--- src/hdl/hole_fill_3x3_neighbor_average_defines.svh ---
// Assertion macros shared by the hole filling modules.
// Each macro expects the clock aclk and the active-low reset aresetn in scope.
`ifndef HOLE_FILL_3X3_NEIGHBOR_AVERAGE_DEFINES_SVH
`define HOLE_FILL_3X3_NEIGHBOR_AVERAGE_DEFINES_SVH

// The condition holds at every clock edge outside reset.
`define HF_ASSERT_ALWAYS(label, cond, msg) \
    label: assert property (@(posedge aclk) disable iff (!aresetn) (cond)) \
        else $error(msg);

// The consequence holds at the same edge as the antecedent.
`define HF_ASSERT_IMPLIES(label, ante, cons, msg) \
    label: assert property (@(posedge aclk) disable iff (!aresetn) (ante) |-> (cons)) \
        else $error(msg);

// The consequence holds at the clock edge that follows the antecedent.
`define HF_ASSERT_NEXT(label, ante, cons, msg) \
    label: assert property (@(posedge aclk) disable iff (!aresetn) (ante) |=> (cons)) \
        else $error(msg);

`endif

--- src/hdl/hf_pkg.sv ---
// Shared types, constants and helper functions of the 3x3 hole filling block.
// No dependencies.
`timescale 1ns / 1ps

package hf_pkg;

    localparam int MAX_WIDTH_DEFAULT  = 1024;
    localparam int MAX_HEIGHT_DEFAULT = 4096;
    localparam int MIN_SIZE           = 3;
    localparam int QUEUE_DEPTH        = 4;

    localparam int FRAME_WIDTH_RESET  = 640;
    localparam int FRAME_HEIGHT_RESET = 480;

    localparam int CFG_INDEX_W = 8;
    localparam int CFG_DATA_W  = 13;
    localparam int CFG_WIDTH_W = 11;

    localparam logic [CFG_INDEX_W-1:0] CFG_FRAME_WIDTH  = 8'd0;
    localparam logic [CFG_INDEX_W-1:0] CFG_FRAME_HEIGHT = 8'd1;

    localparam int S_DATA_W = 24;
    localparam int M_DATA_W = 48;
    localparam int ROW_W    = 12;
    localparam int COLUMN_W = 10;
    localparam int SUM_W    = 11;
    localparam int COUNT_W  = 4;
    localparam int RECIP_W  = 17;
    localparam int RECIP_SHIFT = 16;
    localparam int PROD_W   = SUM_W + RECIP_W;

    typedef struct packed {
        logic       filled;
        logic [7:0] red;
        logic [7:0] green;
        logic [7:0] blue;
    } pixel_t;

    localparam int PIXEL_W = $bits(pixel_t);

    typedef struct packed {
        logic                emit_interior;
        logic                emit_border;
        logic [ROW_W-1:0]    row;
        logic [COLUMN_W-1:0] column;
        pixel_t              centre;
        pixel_t              current;
        logic [SUM_W-1:0]    sum_red;
        logic [SUM_W-1:0]    sum_green;
        logic [SUM_W-1:0]    sum_blue;
        logic [COUNT_W-1:0]  count;
    } job_t;

    function automatic logic [31:0] clamp_size(input logic [31:0] v, input logic [31:0] hi);
        logic [31:0] r;
        if (v < 32'(MIN_SIZE)) begin
            r = 32'(MIN_SIZE);
        end else if (v > hi) begin
            r = hi;
        end else begin
            r = v;
        end
        return r;
    endfunction

    // Scaled reciprocal ceil(2^16 / n); exact for sums up to 8 * 255.
    function automatic logic [RECIP_W-1:0] recip(input logic [COUNT_W-1:0] n);
        logic [RECIP_W-1:0] r;
        unique case (n)
            4'd1:    r = 17'd65536;
            4'd2:    r = 17'd32768;
            4'd3:    r = 17'd21846;
            4'd4:    r = 17'd16384;
            4'd5:    r = 17'd13108;
            4'd6:    r = 17'd10923;
            4'd7:    r = 17'd9363;
            4'd8:    r = 17'd8192;
            default: r = '0;
        endcase
        return r;
    endfunction

endpackage

--- src/hdl/hf_back.sv ---
// Result stage: takes jobs from the queue, divides the neighbor sums and emits
// the interior result and then the border result through an output register.
// Depends on hf_pkg and the assertion macros header.
`timescale 1ns / 1ps
`include "hole_fill_3x3_neighbor_average_defines.svh"

module hf_back (
    input  logic                        aclk,
    input  logic                        aresetn,
    input  hf_pkg::job_t                head_job,
    input  logic                        empty,
    output logic                        pop,
    output logic                        m_tvalid,
    input  logic                        m_tready,
    output logic [hf_pkg::M_DATA_W-1:0] m_tdata,
    output logic                        m_tlast
);

    localparam int RW = hf_pkg::ROW_W;
    localparam int CW = hf_pkg::COLUMN_W;

    logic                        m_valid_reg;
    logic [hf_pkg::M_DATA_W-1:0] m_data_reg;
    logic                        m_last_reg;

    logic          wk_valid_reg, wk_int_reg, wk_bdr_reg;
    logic [RW-1:0] wk_row_reg;
    logic [CW-1:0] wk_col_reg;
    logic [23:0]   wk_fill_reg;
    logic [23:0]   wk_cur_reg;

    logic          out_free, emit, wk_done, load;
    logic [hf_pkg::RECIP_W-1:0] rcp;
    logic [hf_pkg::PROD_W-1:0]  prod_r, prod_g, prod_b;
    logic          use_avg_r, use_avg_g, use_avg_b;
    logic [7:0]    fill_r, fill_g, fill_b;

    assign out_free = !m_valid_reg || m_tready;
    assign emit     = wk_valid_reg && out_free;
    assign wk_done  = emit && !(wk_int_reg && wk_bdr_reg);
    assign load     = !empty && (!wk_valid_reg || wk_done);
    assign pop      = load;

    assign rcp    = hf_pkg::recip(head_job.count);
    assign prod_r = hf_pkg::PROD_W'(head_job.sum_red) * hf_pkg::PROD_W'(rcp);
    assign prod_g = hf_pkg::PROD_W'(head_job.sum_green) * hf_pkg::PROD_W'(rcp);
    assign prod_b = hf_pkg::PROD_W'(head_job.sum_blue) * hf_pkg::PROD_W'(rcp);

    assign use_avg_r = !head_job.centre.filled && (head_job.sum_red != '0)
                    && (head_job.count != '0);
    assign use_avg_g = !head_job.centre.filled && (head_job.sum_green != '0)
                    && (head_job.count != '0);
    assign use_avg_b = !head_job.centre.filled && (head_job.sum_blue != '0)
                    && (head_job.count != '0);

    assign fill_r = use_avg_r ? prod_r[hf_pkg::RECIP_SHIFT +: 8] : head_job.centre.red;
    assign fill_g = use_avg_g ? prod_g[hf_pkg::RECIP_SHIFT +: 8] : head_job.centre.green;
    assign fill_b = use_avg_b ? prod_b[hf_pkg::RECIP_SHIFT +: 8] : head_job.centre.blue;

    always_ff @(posedge aclk) begin
        if (load) begin
            wk_row_reg  <= head_job.row;
            wk_col_reg  <= head_job.column;
            wk_fill_reg <= {fill_r, fill_g, fill_b};
            wk_cur_reg  <= {head_job.current.red, head_job.current.green,
                            head_job.current.blue};
        end
        if (emit) begin
            if (wk_int_reg) begin
                m_data_reg <= {2'b00, wk_fill_reg, wk_col_reg - 1'b1, wk_row_reg - 1'b1};
                m_last_reg <= !wk_bdr_reg;
            end else begin
                m_data_reg <= {2'b00, wk_cur_reg, wk_col_reg, wk_row_reg};
                m_last_reg <= 1'b1;
            end
        end
        if (!aresetn) begin
            m_valid_reg  <= 1'b0;
            wk_valid_reg <= 1'b0;
            wk_int_reg   <= 1'b0;
            wk_bdr_reg   <= 1'b0;
        end else begin
            if (emit) begin
                m_valid_reg <= 1'b1;
            end else if (m_tready) begin
                m_valid_reg <= 1'b0;
            end
            if (load) begin
                wk_valid_reg <= 1'b1;
                wk_int_reg   <= head_job.emit_interior;
                wk_bdr_reg   <= head_job.emit_border;
            end else begin
                if (wk_done) begin
                    wk_valid_reg <= 1'b0;
                end
                if (emit) begin
                    if (wk_int_reg) begin
                        wk_int_reg <= 1'b0;
                    end else begin
                        wk_bdr_reg <= 1'b0;
                    end
                end
            end
        end
    end

    assign m_tvalid = m_valid_reg;
    assign m_tdata  = m_data_reg;
    assign m_tlast  = m_last_reg;

    `HF_ASSERT_IMPLIES(a_work_pending, wk_valid_reg, wk_int_reg || wk_bdr_reg,
        "held job has no result left to emit")
    `HF_ASSERT_NEXT(a_interior_first, emit && wk_int_reg && wk_bdr_reg,
        wk_valid_reg && wk_bdr_reg && !wk_int_reg,
        "border result lost after interior result")

endmodule

--- config.mk ---
export PLATFORM = sky130hd
export DESIGN_NAME = hf_back
export DESIGN_NICKNAME = d
export VERILOG_FILES = /design/src/hdl/hf_pkg.sv /design/src/hdl/hf_back.sv
export VERILOG_INCLUDE_DIRS = /design/src /design/src/hdl
export SDC_FILE = /design/constraint.sdc
export NUM_CORES = 1
export LEC_CHECK = 0
export BUFFER_PORTS_ARGS = -buffer_cell sky130_fd_sc_hd__buf_2
export CORE_AREA = 2 2 212 162
export DETAILED_ROUTE_END_ITERATION = 8
export DIE_AREA = 0 0 214 164
export PLACE_DENSITY = 0.75
export SETUP_SLACK_MARGIN = 0.5
export SLEW_MARGIN = 20
export SYNTH_ARGS = -nofsm -noshare
export SYNTH_HDL_FRONTEND = slang
export SYNTH_SLANG_ARGS = --single-unit
--- constraint.sdc ---
create_clock -name aclk -period 12.7 [get_ports aclk]
set_clock_uncertainty 0.2 [all_clocks]
set_input_delay 2.54 -clock aclk [delete_from_list [all_inputs] [get_ports aclk]]
set_output_delay 2.54 -clock aclk [all_outputs]
set_load 0.01 [all_outputs]
==> impl_metrics.yaml <==
power:
  p_total_mw: 1.67
  powerDensity_nw_per_um2: 78.1
  p_leak_nw: 11.1
  ir_worst_vdd_uv: 107
routing:
  wl_mm: 46.5
  wl_per_cell_um: 18.2
  antenna_left: 0
  vias: 13800
  first_pass_iters: 5
  drc: 0
  vias_per_cell: 5.40
  drtIter0Drc: 1008
final_layout:
  design_area_sq_um: 21400
  num-fill-cells: 2591
  regArea_sq_um: 3590
  finalNetCount: 2743
  layout-drive-gt1-share_pct: 12.4
  finish.utilization_pct: 64.9
  largest_register_ff_count: 46
  synthToLayoutAreaGrowth_pct: 9.87
  multiInputGateArea_sq_um: 13700
clocking:
  cts.sinks: 121
  h-tree-depth: 4
  cts_made_buffers: 25
  clk_path_buf_depth: 3
  cts_root_buf: "clkbuf_16"
  clk_pin_slew_ns: 0.05
  holdBufCountCts: 0
  post_cts_buffers: 0
  cts_tree: "yes"
  post_cts_resized: 0
  clk_latency_ns: 0.47
global_route:
  antenna_found_initial: 2
  grt_max_degree: 75
  grt_pass1_vias: 15100
  grt.overflow.total: 0
  grt_first_pass_wirelength_mm: 76.1
  grtUsageTotal_pct: 27.7
yosys:
  syn-cell-area_sq_um: 19500
  synth_edf_count: 117
  async_reset_ff_share_pct: 0
  syn_inst: 1969
  yosysSeqAreaShare_pct: 18.4
  syn-mean-instance-area_sq_um: 9.90
  synth_ff_type: "edfxtp_1"
  synth_warnings: 0
  ys_ff_latch: 121
  ys_types: 64
timing:
  slew_violations: 0
  hold_viol: 0
  max_slew_margin_pct: 33.4
  max_slew.worst_pin.slew_ns: 0.997
  setup-violations-final: 0
  grt_setup_unrepaired: "no"
  max_freq_mhz: 103
  fin_ws_ns: 2.99
  finalSetupTns_ns: 0
  period_share_pct: 76.4
  min_period_ns: 9.71
critical_path:
  path_class: "in -> reg"
  r2r-start: "wk_int_reg"
  crit_chain: "buf_2 > inv_1 > ha_1 > nand2_1 > a21oi_2 > buf_4 > nand2_1 > inv_1 > fa_1 > fa_1 > fa_1 > fa_1 > inv_1 > fa_1 > inv_1 > ha_1 > a21o_1 > a21oi_2 > a21oi_1 > o41ai_1 > nor2_1 > a21o_1 > a211oi_1 > o41ai_1"
  reg2reg_depth: 7
  cp-end-kind: "register"
  rrSetupSlack_ns: 10.35
  critical_path_buf_inv_count: 6
  cpPeakStageDelay_ns: 0.66
  rr_endpoint: "m_tdata[21]"
  cp-start-kind: "input port"
  cpLargestDelayFamily: "adder cells"
  crit_fanout: 22
  arrival_ns: 9.70
  cp.required_ns: 12.70
  worst_path_most_repeated_cell: "fa_1"
  cp_slowest_cell: "o41ai_1"
die:
  die_area_sq_um: 35100
  die_h_um: 164
  design.core.area_sq_um: 33000
  initial_core_util_pct: 59.0
  row_count: 58
  ioPinCount: 166
  die_w_um: 214
worst_hold_path:
  hold_depth: 1
  hold_path_class: "reg -> reg"
  hold_end: "m_tlast"
  hp-start: "wk_bdr_reg"
job:
  max_cap_viol_count: 0
status:
  outcome: "finished, final reports clean"
placement:
  dpl_cell_area_sq_um: 20800
  place_congestion: 0.940
  numPortBuffers: 162
  pre_cts_slack_ns: 2.63
  hpwl_mm: 37.5
worst max-delay path by stage:
| stage | startpoint | endpoint | cells after the start |
|---|---|---|---|
| 3_3_place_gp | head_job[1] | wk_fill_reg[3] | 24 |
| 6_report | head_job[1] | wk_fill_reg[21] | 24 |
| 4_1_cts | head_job[1] | wk_fill_reg[3] | 24 |
| 5_1_grt | head_job[1] | wk_fill_reg[21] | 24 |
| 2_1_floorplan | m_tready | pop | 3 |
| 3_5_place_dp | head_job[1] | wk_fill_reg[3] | 24 |
per-stage QoR:
| stage | hold WS, ns | std cells |
|---|---|---|
| detailed placement | 0.273 | 2522 |
| global route | 0.305 | 2553 |
| floorplan | 0.251 | 1970 |
| CTS | 0.285 | 2553 |
| finish | 0.288 | 2554 |
| global placement | 0.269 | 2522 |
power breakdown:
part | internal [mW] | leakage (nW) | switching (mW)
clock network | 0.348 | 0.319 | 0.178
registers | 0.477 | 1.16 | 0.00992
logic | 0.265 | 9.58 | 0.394
placed cells by master (no fill, tap or decap), types with 22 or more instances in the layout:
cell | synthesis | final
a21oi_1 | 26 | 22
and2_1 | 129 | 129
and3_1 | 26 | 26
buf_2 | 2 | 162
clkbuf_16 | 0 | 25
edfxtp_1 | 117 | 117
fa_1 | 384 | 384
ha_1 | 145 | 145
inv_1 | 526 | 525
mux2_2 | 25 | 25
nand2_1 | 266 | 266
o21ai_0 | 24 | 24
xnor2_1 | 45 | 45
logic make-up after synthesis:
| kind of cell | count (synthesis) | share of synthesized area [%] |
|---|---|---|
| fa+ha+maj | 529 | 48.7 |
| simple gates | 507 | 12.7 |
| compound gates | 119 | 4.14 |
| flops | 121 | 18.4 |
| xor+xnor | 64 | 2.87 |
| mux | 26 | 1.50 |
| other cells | 1 | 0.0192 |
| buf+inv | 602 | 11.6 |
per-layer routing:
metal / GRT usage, % / wire (um)
met5: 0 / 16
met4: 6.93 / 961
met2: 46.8 / 23100
met1: 36.6 / 18700
met3: 6.09 / 3690
cell type report:
type                    count  share of cell area (%)
clock buffers              28                    2.97
repair buffers            178                    4.35
multi-input cells        1247                    64.0
well taps                 450                    2.63
clock inverters             3                  0.0584
flip-flops and latches    121                    16.8
diodes                      1                  0.0117
inverters                 526                    9.22
worst reg2reg max path: stages (launching register included):
cell      delay [ns]
dfxtp_1         0.32
buf_4           0.43
nand2b_1        0.20
nor3_1          0.23
nand2b_1        0.13
nor3_1          0.27
nand3b_1        0.16
xnor2_1         0.15
synthesized netlist by cell type (14+ instances only):
master | n | area, sq um
and2_1 | 129 | 807
nand2_1 | 266 | 998
mux2_2 | 25 | 282
xnor2_1 | 45 | 394
o21ai_0 | 24 | 120
xor2_1 | 19 | 166
edfxtp_1 | 117 | 3510
o21ai_1 | 15 | 75.1
a21oi_1 | 26 | 130
nor2_1 | 21 | 78.8
and3_1 | 26 | 163
a21o_1 | 14 | 105
fa_1 | 384 | 7690
clkbuf_1 | 71 | 267
ha_1 | 145 | 1810
inv_1 | 526 | 1970
(Power assumes the default switching activity.)
