==> src/hdl/hole_fill_3x3_neighbor_average_defines.svh <==
// Assertion macros shared by the hole filling modules.
// Each macro expects the clock aclk and the active-low reset aresetn in scope.
`ifndef HOLE_FILL_3X3_NEIGHBOR_AVERAGE_DEFINES_SVH
`define HOLE_FILL_3X3_NEIGHBOR_AVERAGE_DEFINES_SVH

// The condition holds at every clock edge outside reset.
`define HF_ASSERT_ALWAYS(label, cond, msg) \
    label: assert property (@(posedge aclk) disable iff (!aresetn) (cond)) \
        else $error(msg);

// The consequence holds at the same edge as the antecedent.
`define HF_ASSERT_IMPLIES(label, ante, cons, msg) \
    label: assert property (@(posedge aclk) disable iff (!aresetn) (ante) |-> (cons)) \
        else $error(msg);

// The consequence holds at the clock edge that follows the antecedent.
`define HF_ASSERT_NEXT(label, ante, cons, msg) \
    label: assert property (@(posedge aclk) disable iff (!aresetn) (ante) |=> (cons)) \
        else $error(msg);

`endif

==> src/hdl/hf_pkg.sv <==
// Shared types, constants and helper functions of the 3x3 hole filling block.
// No dependencies.
`timescale 1ns / 1ps

package hf_pkg;

    localparam int MAX_WIDTH_DEFAULT  = 1024;
    localparam int MAX_HEIGHT_DEFAULT = 4096;
    localparam int MIN_SIZE           = 3;
    localparam int QUEUE_DEPTH        = 4;

    localparam int FRAME_WIDTH_RESET  = 640;
    localparam int FRAME_HEIGHT_RESET = 480;

    localparam int CFG_INDEX_W = 8;
    localparam int CFG_DATA_W  = 13;
    localparam int CFG_WIDTH_W = 11;

    localparam logic [CFG_INDEX_W-1:0] CFG_FRAME_WIDTH  = 8'd0;
    localparam logic [CFG_INDEX_W-1:0] CFG_FRAME_HEIGHT = 8'd1;

    localparam int S_DATA_W = 24;
    localparam int M_DATA_W = 48;
    localparam int ROW_W    = 12;
    localparam int COLUMN_W = 10;
    localparam int SUM_W    = 11;
    localparam int COUNT_W  = 4;
    localparam int RECIP_W  = 17;
    localparam int RECIP_SHIFT = 16;
    localparam int PROD_W   = SUM_W + RECIP_W;

    typedef struct packed {
        logic       filled;
        logic [7:0] red;
        logic [7:0] green;
        logic [7:0] blue;
    } pixel_t;

    localparam int PIXEL_W = $bits(pixel_t);

    typedef struct packed {
        logic                emit_interior;
        logic                emit_border;
        logic [ROW_W-1:0]    row;
        logic [COLUMN_W-1:0] column;
        pixel_t              centre;
        pixel_t              current;
        logic [SUM_W-1:0]    sum_red;
        logic [SUM_W-1:0]    sum_green;
        logic [SUM_W-1:0]    sum_blue;
        logic [COUNT_W-1:0]  count;
    } job_t;

    function automatic logic [31:0] clamp_size(input logic [31:0] v, input logic [31:0] hi);
        logic [31:0] r;
        if (v < 32'(MIN_SIZE)) begin
            r = 32'(MIN_SIZE);
        end else if (v > hi) begin
            r = hi;
        end else begin
            r = v;
        end
        return r;
    endfunction

    // Scaled reciprocal ceil(2^16 / n); exact for sums up to 8 * 255.
    function automatic logic [RECIP_W-1:0] recip(input logic [COUNT_W-1:0] n);
        logic [RECIP_W-1:0] r;
        unique case (n)
            4'd1:    r = 17'd65536;
            4'd2:    r = 17'd32768;
            4'd3:    r = 17'd21846;
            4'd4:    r = 17'd16384;
            4'd5:    r = 17'd13108;
            4'd6:    r = 17'd10923;
            4'd7:    r = 17'd9363;
            4'd8:    r = 17'd8192;
            default: r = '0;
        endcase
        return r;
    endfunction

endpackage

==> src/hdl/hf_queue.sv <==
// Short job queue between the front end and the result stage.
// Depends on hf_pkg for the job type and the assertion macros header.
`timescale 1ns / 1ps
`include "hole_fill_3x3_neighbor_average_defines.svh"

module hf_queue #(
    parameter int DEPTH = hf_pkg::QUEUE_DEPTH
) (
    input  logic         aclk,
    input  logic         aresetn,
    input  logic         push,
    input  hf_pkg::job_t push_job,
    output logic         full,
    input  logic         pop,
    output hf_pkg::job_t head_job,
    output logic         empty
);

    localparam int PW = (DEPTH > 1) ? $clog2(DEPTH) : 1;
    localparam int CW = $clog2(DEPTH + 1);

    hf_pkg::job_t    mem_reg [DEPTH];
    logic [PW-1:0]   wr_ptr_reg, rd_ptr_reg;
    logic [CW-1:0]   count_reg;
    logic            do_push, do_pop;

    assign full     = (count_reg == CW'(DEPTH));
    assign empty    = (count_reg == '0);
    assign do_push  = push && !full;
    assign do_pop   = pop && !empty;
    assign head_job = mem_reg[rd_ptr_reg];

    always_ff @(posedge aclk) begin
        if (do_push) begin
            mem_reg[wr_ptr_reg] <= push_job;
        end
        if (!aresetn) begin
            wr_ptr_reg <= '0;
            rd_ptr_reg <= '0;
            count_reg  <= '0;
        end else begin
            if (do_push) begin
                wr_ptr_reg <= (wr_ptr_reg == PW'(DEPTH - 1)) ? '0 : wr_ptr_reg + 1'b1;
            end
            if (do_pop) begin
                rd_ptr_reg <= (rd_ptr_reg == PW'(DEPTH - 1)) ? '0 : rd_ptr_reg + 1'b1;
            end
            if (do_push && !do_pop) begin
                count_reg <= count_reg + 1'b1;
            end else if (do_pop && !do_push) begin
                count_reg <= count_reg - 1'b1;
            end
        end
    end

    `HF_ASSERT_ALWAYS(a_count_bound, count_reg <= CW'(DEPTH), "queue count beyond depth")

endmodule

==> config.mk <==
export PLATFORM = sky130hd
export DESIGN_NAME = hf_queue
export DESIGN_NICKNAME = d
export VERILOG_FILES = /design/src/hdl/hf_pkg.sv /design/src/hdl/hf_queue.sv
export VERILOG_INCLUDE_DIRS = /design/src /design/src/hdl
export SDC_FILE = /design/constraint.sdc
export NUM_CORES = 1
export LEC_CHECK = 0
export ABC_AREA = 0
export BUFFER_PORTS_ARGS = -buffer_cell sky130_fd_sc_hd__buf_2
export CAP_MARGIN = 20
export CORE_MARGIN = 3
export CORE_UTILIZATION = 50
export DETAILED_ROUTE_END_ITERATION = 10
export PLACE_DENSITY = 0.77
export SKIP_CTS_REPAIR_TIMING = 1
export SLEW_MARGIN = 20
export SYNTH_ARGS = -nofsm -noshare
export SYNTH_HDL_FRONTEND = slang
export SYNTH_SLANG_ARGS = --single-unit
==> constraint.sdc <==
create_clock -name aclk -period 6.1 [get_ports aclk]
set_input_delay 0.61 -clock aclk [delete_from_list [all_inputs] [get_ports aclk]]
set_output_delay 0.61 -clock aclk [all_outputs]
set_load 0.005 [all_outputs]
==> flow_summary.json, run 1 <==
{
  "syn-num-nets": 752,
  "synthTopCellsByArea": "edfxtp_1 (81%), mux4_2 (15%), dfxtp_1 (1.1%), buf_6 (0.61%), ha_1 (0.46%)",
  "preCtsSetupSlack_ps": 2860,
  "p_int_w": 0.006290,
  "slew_headroom_pct": 31.57,
  "initial_core_util_pct": 51.44,
  "yosysTopAreaCell": "edfxtp_1",
  "cts_buffer_depth": 3,
  "crit_arrival_ps": 2870,
  "seqPwrFrac_pct": 48.1,
  "routed_via_density": 5.416,
  "grt_max_degree": 68,
  "crit_chain": "buf_12 > mux4_2 > buf_2",
  "core-area_sq_mm": 0.03204,
  "period_share_pct": 57.04,
  "synth_warnings": 0,
  "synth_top_family_by_area": "multiplexers",
  "power_frac_clock_pct": 33.5,
  "htreeDepth": 2,
  "synthCells": 630,
  "clk_latency_ps": 520,
  "crit_slowest_cell": "dfxtp_4",
  "ys_seq_area_share_pct": 81.98,
  "p_leak_nw": 6.542,
  "switching_share_pct": 23.93,
  "grt.total_usage_pct": 17.45,
  "cts_tree": "built",
  "io_buffers": 227,
  "synthXorXnorAreaFrac_pct": 0.1063,
  "row_count": 65,
  "drt-initial-drc-count": 561,
  "critical_path_required_ps": 5490,
  "p_sw_w": 0.001979,
  "p_per_area_mw_per_mm2": 422.4,
  "ys_seq_elements": 453,
  "end_kind": "output port",
  "netlist.area_leader.share_pct": 80.89,
  "crit_family": "flip-flops",
  "gp_congestion": 0.6988,
  "grt_pass1_wl_um": 47230,
  "hp-class": "in -> reg",
  "vdd_drop_max_v": 0.0002421,
  "die_area_sq_mm": 0.03518,
  "path_buf_inv": 2,
  "drc": 0,
  "cpPeakStageDelay_ps": 1000,
  "grt_pass1_vias": 7673,
  "largest_register_ffs": 444,
  "drt-total-wl_um": 30790,
  "ant_nets": 0,
  "syn_avg_cell_area_sq_um": 26.16,
  "tns_ps": 0,
  "synthMuxAreaShare_pct": 15.35,
  "pwr-share-comb_pct": 18.5,
  "slew_viol_final": 0,
  "worst_pin_slew_ps": 1026,
  "numCtsBuffers": 45,
  "fin_nets": 1009,
  "netlist_area_sq_mm": 0.01648,
  "ios": 228,
  "final_layout_size_suffix_gt1_share_pct": 45.11,
  "max_freq_mhz": 287.4,
  "synth_fa_ha_area_share_pct": 0.5769,
  "hold_viol": 0,
  "yosys.area_share.simple_pct": 0.6224,
  "place_hpwl_um": 18470,
  "cts.sinks": 453,
  "wire_per_inst_um": 22.66,
  "firstDrtPassIters": 5,
  "clock-root-buffer": "clkbuf_16",
  "crit_type": "reg -> out",
  "die_x_um": 187.6,
  "synth_compound_area_share_pct": 0.1822,
  "syn_to_final_growth_pct": 18.77,
  "num_vias": 7360,
  "dieHeight_um": 187.6,
  "setup_violations": 0,
  "grt-ovfl-total": 0,
  "cp-start-kind": "flip-flop",
  "grt_setup_unrepaired": "false",
  "fin_worst_skew_ps": 13.91,
  "layout_commonest_cell": "edfxtp_1",
  "path_clk_slew_ps": 60,
  "final_cell_mix": "edfxtp_1 (444), buf_2 (227), mux4_2 (111), clkbuf_16 (45), clkinv_1 (10)",
  "fin_crit_ps": 3480,
  "crit_fanout": 64,
  "setup_ws_ps": 2620,
  "ys_types": 24,
  "drv_cap": 0,
  "antenna_found_initial": 10,
  "status": "finished, final reports clean"
}
==> power groups by stage <==
stage | registers (W) | clock network, W | logic (W)
floorplan | 0.00394 | 0 | 0.00104
global placement | 0.00403 | 0 | 0.00154
detailed placement | 0.00405 | 0 | 0.00156
CTS | 0.00398 | 0.00282 | 0.00157
global route | 0.00402 | 0.00295 | 0.00166
finish | 0.00397 | 0.00277 | 0.00153
==> worst reg2reg max path: stages, from the launching register on <==
cell     delay [ps]
dfxtp_1         440
nor3b_1         100
nor2b_1         480
and2_4          920
buf_4           770
==> routing by layer <==
metal  vias up  track usage, %  share of wire (%)
met5         -               0               0.30
met4        12           5.051                1.9
met3        61           4.823                7.2
met2       231           27.55                 49
met1      3830           24.34                 41
li1       3226               -                  -
==> cells by family (layout without fill, tap and decap cells) <==
group / after synthesis / count (layout)
mux: 114 / 114
simple gates: 20 / 20
xor+xnor: 2 / 2
fa+ha+maj: 7 / 7
flops: 453 / 453
other cells: 0 / 4
compound gates: 5 / 5
buf+inv: 29 / 319
==> synth_stat cells, drive strengths merged <==
master	count
and2	5
xnor2	1
or3	1
mux4	111
xor2	1
o31ai	1
ha	6
nand3	2
clkbuf	4
nor3	1
mux2i	3
buf	22
dfxtp	9
o21ai	3
fa	1
nor2b	2
nand2	6
edfxtp	444
nor2	2
nor3b	1
inv	3
a21boi	1
==> final cells by class <==
type | count | area, sq um
timing repair buffer | 236 | 1216
clock inverter | 27 | 334.1
antenna | 4 | 10.01
sequential | 453 | 13520
fill | 2278 | 12470
tap | 435 | 544.3
clock buffer | 53 | 1156
inverter | 3 | 11.26
multi-input combinational | 148 | 2785
==> metrics by stage <==
stage / instance area (sq um) / cells / hold WS, ps / total power [W] / utilization [%]
2_1_floorplan: 16480 / 630 / 467.7 / 0.004980 / -
3_3_place_gp: 18080 / 1275 / 485.1 / 0.005575 / 56.42
3_5_place_dp: 18080 / 1275 / 497.6 / 0.005609 / 56.42
4_1_cts: 19570 / 1355 / 280.1 / 0.008380 / 61.07
5_1_grt: 19580 / 1358 / 287.2 / 0.008622 / 61.09
6_report: 19580 / 1359 / 301.7 / 0.008269 / 61.10
==> path summary, 6_finish.rpt <==
kind,endpoint,from,slack (ps),depth (start not counted)
hold / removal,mem_reg[2][64]$_DFFE_PP_,push_job[64],300,1
hold reg to reg,wr_ptr_reg[1]$_SDFFE_PN0P_,wr_ptr_reg[1]$_SDFFE_PN0P_,510,2
setup reg to reg,mem_reg[0][33]$_DFFE_PP_,count_reg[0]$_SDFFE_PN0P_,3010,4
setup / recovery,head_job[99],flip-flop,2620,3
Power figures use the tool's default switching activity.
==> run 2: changes to the inputs <==
PLACE_DENSITY = 0.8   (was 0.77)
clock period = 3 ns   (was 6.1 ns; I/O delays follow)
==> flow_summary.json, run 2 (synthesized netlist as in run 1, its figures left out) <==
{
  "rr_startpoint": "count_reg[0]$_SDFFE_PN0P_",
  "final_layout_size_suffix_gt1_share_pct": 40.19,
  "drc": 0,
  "p_int_w": 0.01253,
  "ant_nets": 0,
  "holdPathStages": 1,
  "path_buf_inv": 2,
  "core-area_sq_mm": 0.03204,
  "setup_violations": 0,
  "die_x_um": 187.6,
  "drt-initial-drc-count": 621,
  "multiInputGateArea_sq_mm": 0.002785,
  "fin_nets": 1127,
  "routed_via_density": 5.336,
  "power_frac_clock_pct": 31.1,
  "preCtsSetupSlack_ps": 606.1,
  "grt.total_usage_pct": 17.34,
  "htreeDepth": 2,
  "regArea_sq_mm": 0.01352,
  "syn_to_final_growth_pct": 25.94,
  "vdd_drop_max_v": 0.0006650,
  "crit_arrival_ps": 2310,
  "p_per_area_mw_per_mm2": 800.0,
  "path_clk_slew_ps": 60,
  "clk_latency_ps": 540,
  "hp-class": "in -> reg",
  "clock-root-buffer": "clkbuf_16",
  "crit_family": "flip-flops",
  "hold_start": "push_job[23]",
  "critical_path_required_ps": 2700,
  "r2r_cells": 8,
  "setup_ws_ps": 391.6,
  "period_share_pct": 86.95,
  "initial_core_util_pct": 51.44,
  "drt-total-wl_um": 32050,
  "antenna_found_initial": 3,
  "crit_fanout": 36,
  "ff2ff_setup_slack_ps": 500,
  "cts_buffer_depth": 3,
  "largest_register_ffs": 444,
  "max_freq_mhz": 383.4,
  "nFillCells": 2109,
  "worst_pin_slew_ps": 613.1,
  "p_leak_nw": 7.014,
  "cts_tree": "built",
  "final_cell_mix": "edfxtp_1 (444), buf_2 (227), mux4_2 (111), dlygate4sd3_1 (110), clkbuf_16 (47)",
  "switching_share_pct": 24.57,
  "die_area_sq_mm": 0.03518,
  "gp_congestion": 0.7552,
  "cpPeakStageDelay_ps": 660,
  "end_kind": "output port",
  "wire_per_inst_um": 21.69,
  "hold_end": "mem_reg[2][23]$_DFFE_PP_",
  "tns_ps": 0,
  "cp-start-kind": "flip-flop",
  "row_count": 65,
  "ios": 228,
  "grt_pass1_wl_um": 47420,
  "status": "finished, final reports clean",
  "firstDrtPassIters": 7,
  "grt_pass1_vias": 8145,
  "pwr-share-comb_pct": 21.0,
  "grt_max_degree": 59,
  "hold_viol": 0,
  "crit_slowest_cell": "dfxtp_4",
  "num_vias": 7887,
  "grt_setup_unrepaired": "false",
  "dieHeight_um": 187.6,
  "io_buffers": 227,
  "drv_cap": 0,
  "rr_endpoint": "count_reg[2]$_SDFFE_PN0P_",
  "slew_viol_final": 0,
  "numCtsBuffers": 45,
  "grt-ovfl-total": 0,
  "fin_crit_ps": 2608,
  "seqPwrFrac_pct": 47.9,
  "cts.sinks": 453,
  "place_hpwl_um": 17980,
  "crit_chain": "buf_12 > mux4_2 > buf_2",
  "slew_headroom_pct": 58.77,
  "p_sw_w": 0.004080,
  "fin_worst_skew_ps": 21.78,
  "layout_commonest_cell": "edfxtp_1",
  "crit_type": "reg -> out"
}
[run 2: metal layers]
layer | track usage (%) | routed length (um) | vias to the layer above
li1 | - | - | 3473
met4 | 4.877 | 807 | 0
met1 | 23.12 | 12890 | 4077
met2 | 28.03 | 16080 | 276
met3 | 5.478 | 2272 | 61
met5 | 0 | 0 | -
[run 2: area by class of cell]
cell class	count	area share (%)
antenna	3	0.03616
clock buffer	61	5.967
clock inverter	21	0.6027
inverter	3	0.05424
multi-input combinational	148	13.42
sequential	453	65.13
tap	435	2.622
timing repair buffer	354	12.17
[run 2: worst max-delay path by stage]
stage	depth (start not counted)	startpoint	to	slack, ps
floorplan	4	count_reg[0]$_SDFFE_PN0P_	mem_reg[0][0]$_DFFE_PP_	400
global placement	8	count_reg[0]$_SDFFE_PN0P_	count_reg[2]$_SDFFE_PN0P_	700
detailed placement	8	count_reg[0]$_SDFFE_PN0P_	count_reg[2]$_SDFFE_PN0P_	610
CTS	3	flip-flop	head_job[59]	320
global route	3	flip-flop	head_job[95]	200
finish	3	flip-flop	head_job[90]	390
[run 2: worst reg2reg max path: stages (launching register included)]
cell      delay, ps
dfxtp_1         440
nor3b_1         100
nor2b_1         450
ha_1            290
inv_1            70
fa_1            370
xor2_1          160
or3_1           320
a21boi_0        220
[run 2: power groups by stage]
stage | clock network, W | registers (W) | logic [W]
6_report | 0.00517 | 0.00796 | 0.00348
5_1_grt | 0.00557 | 0.00803 | 0.00377
4_1_cts | 0.00528 | 0.00796 | 0.00344
3_5_place_dp | 0 | 0.00809 | 0.00341
3_3_place_gp | 0 | 0.00804 | 0.00339
2_1_floorplan | 0 | 0.00797 | 0.00212
[run 2: stage by stage]
step / util, % / power [W] / instance area [sq um] / hold slack [ps] / std cells
after global routing: 64.79 / 0.01738 / 20760 / 3.680 / 1478
after global placement: 57.07 / 0.01144 / 18290 / 484.6 / 1283
final: 64.79 / 0.01661 / 20760 / 5.844 / 1478
after detailed placement: 57.07 / 0.01150 / 18290 / 511.4 / 1283
after CTS: 61.33 / 0.01668 / 19650 / -51.63 / 1365
after floorplan: - / 0.01008 / 16490 / 398.9 / 630
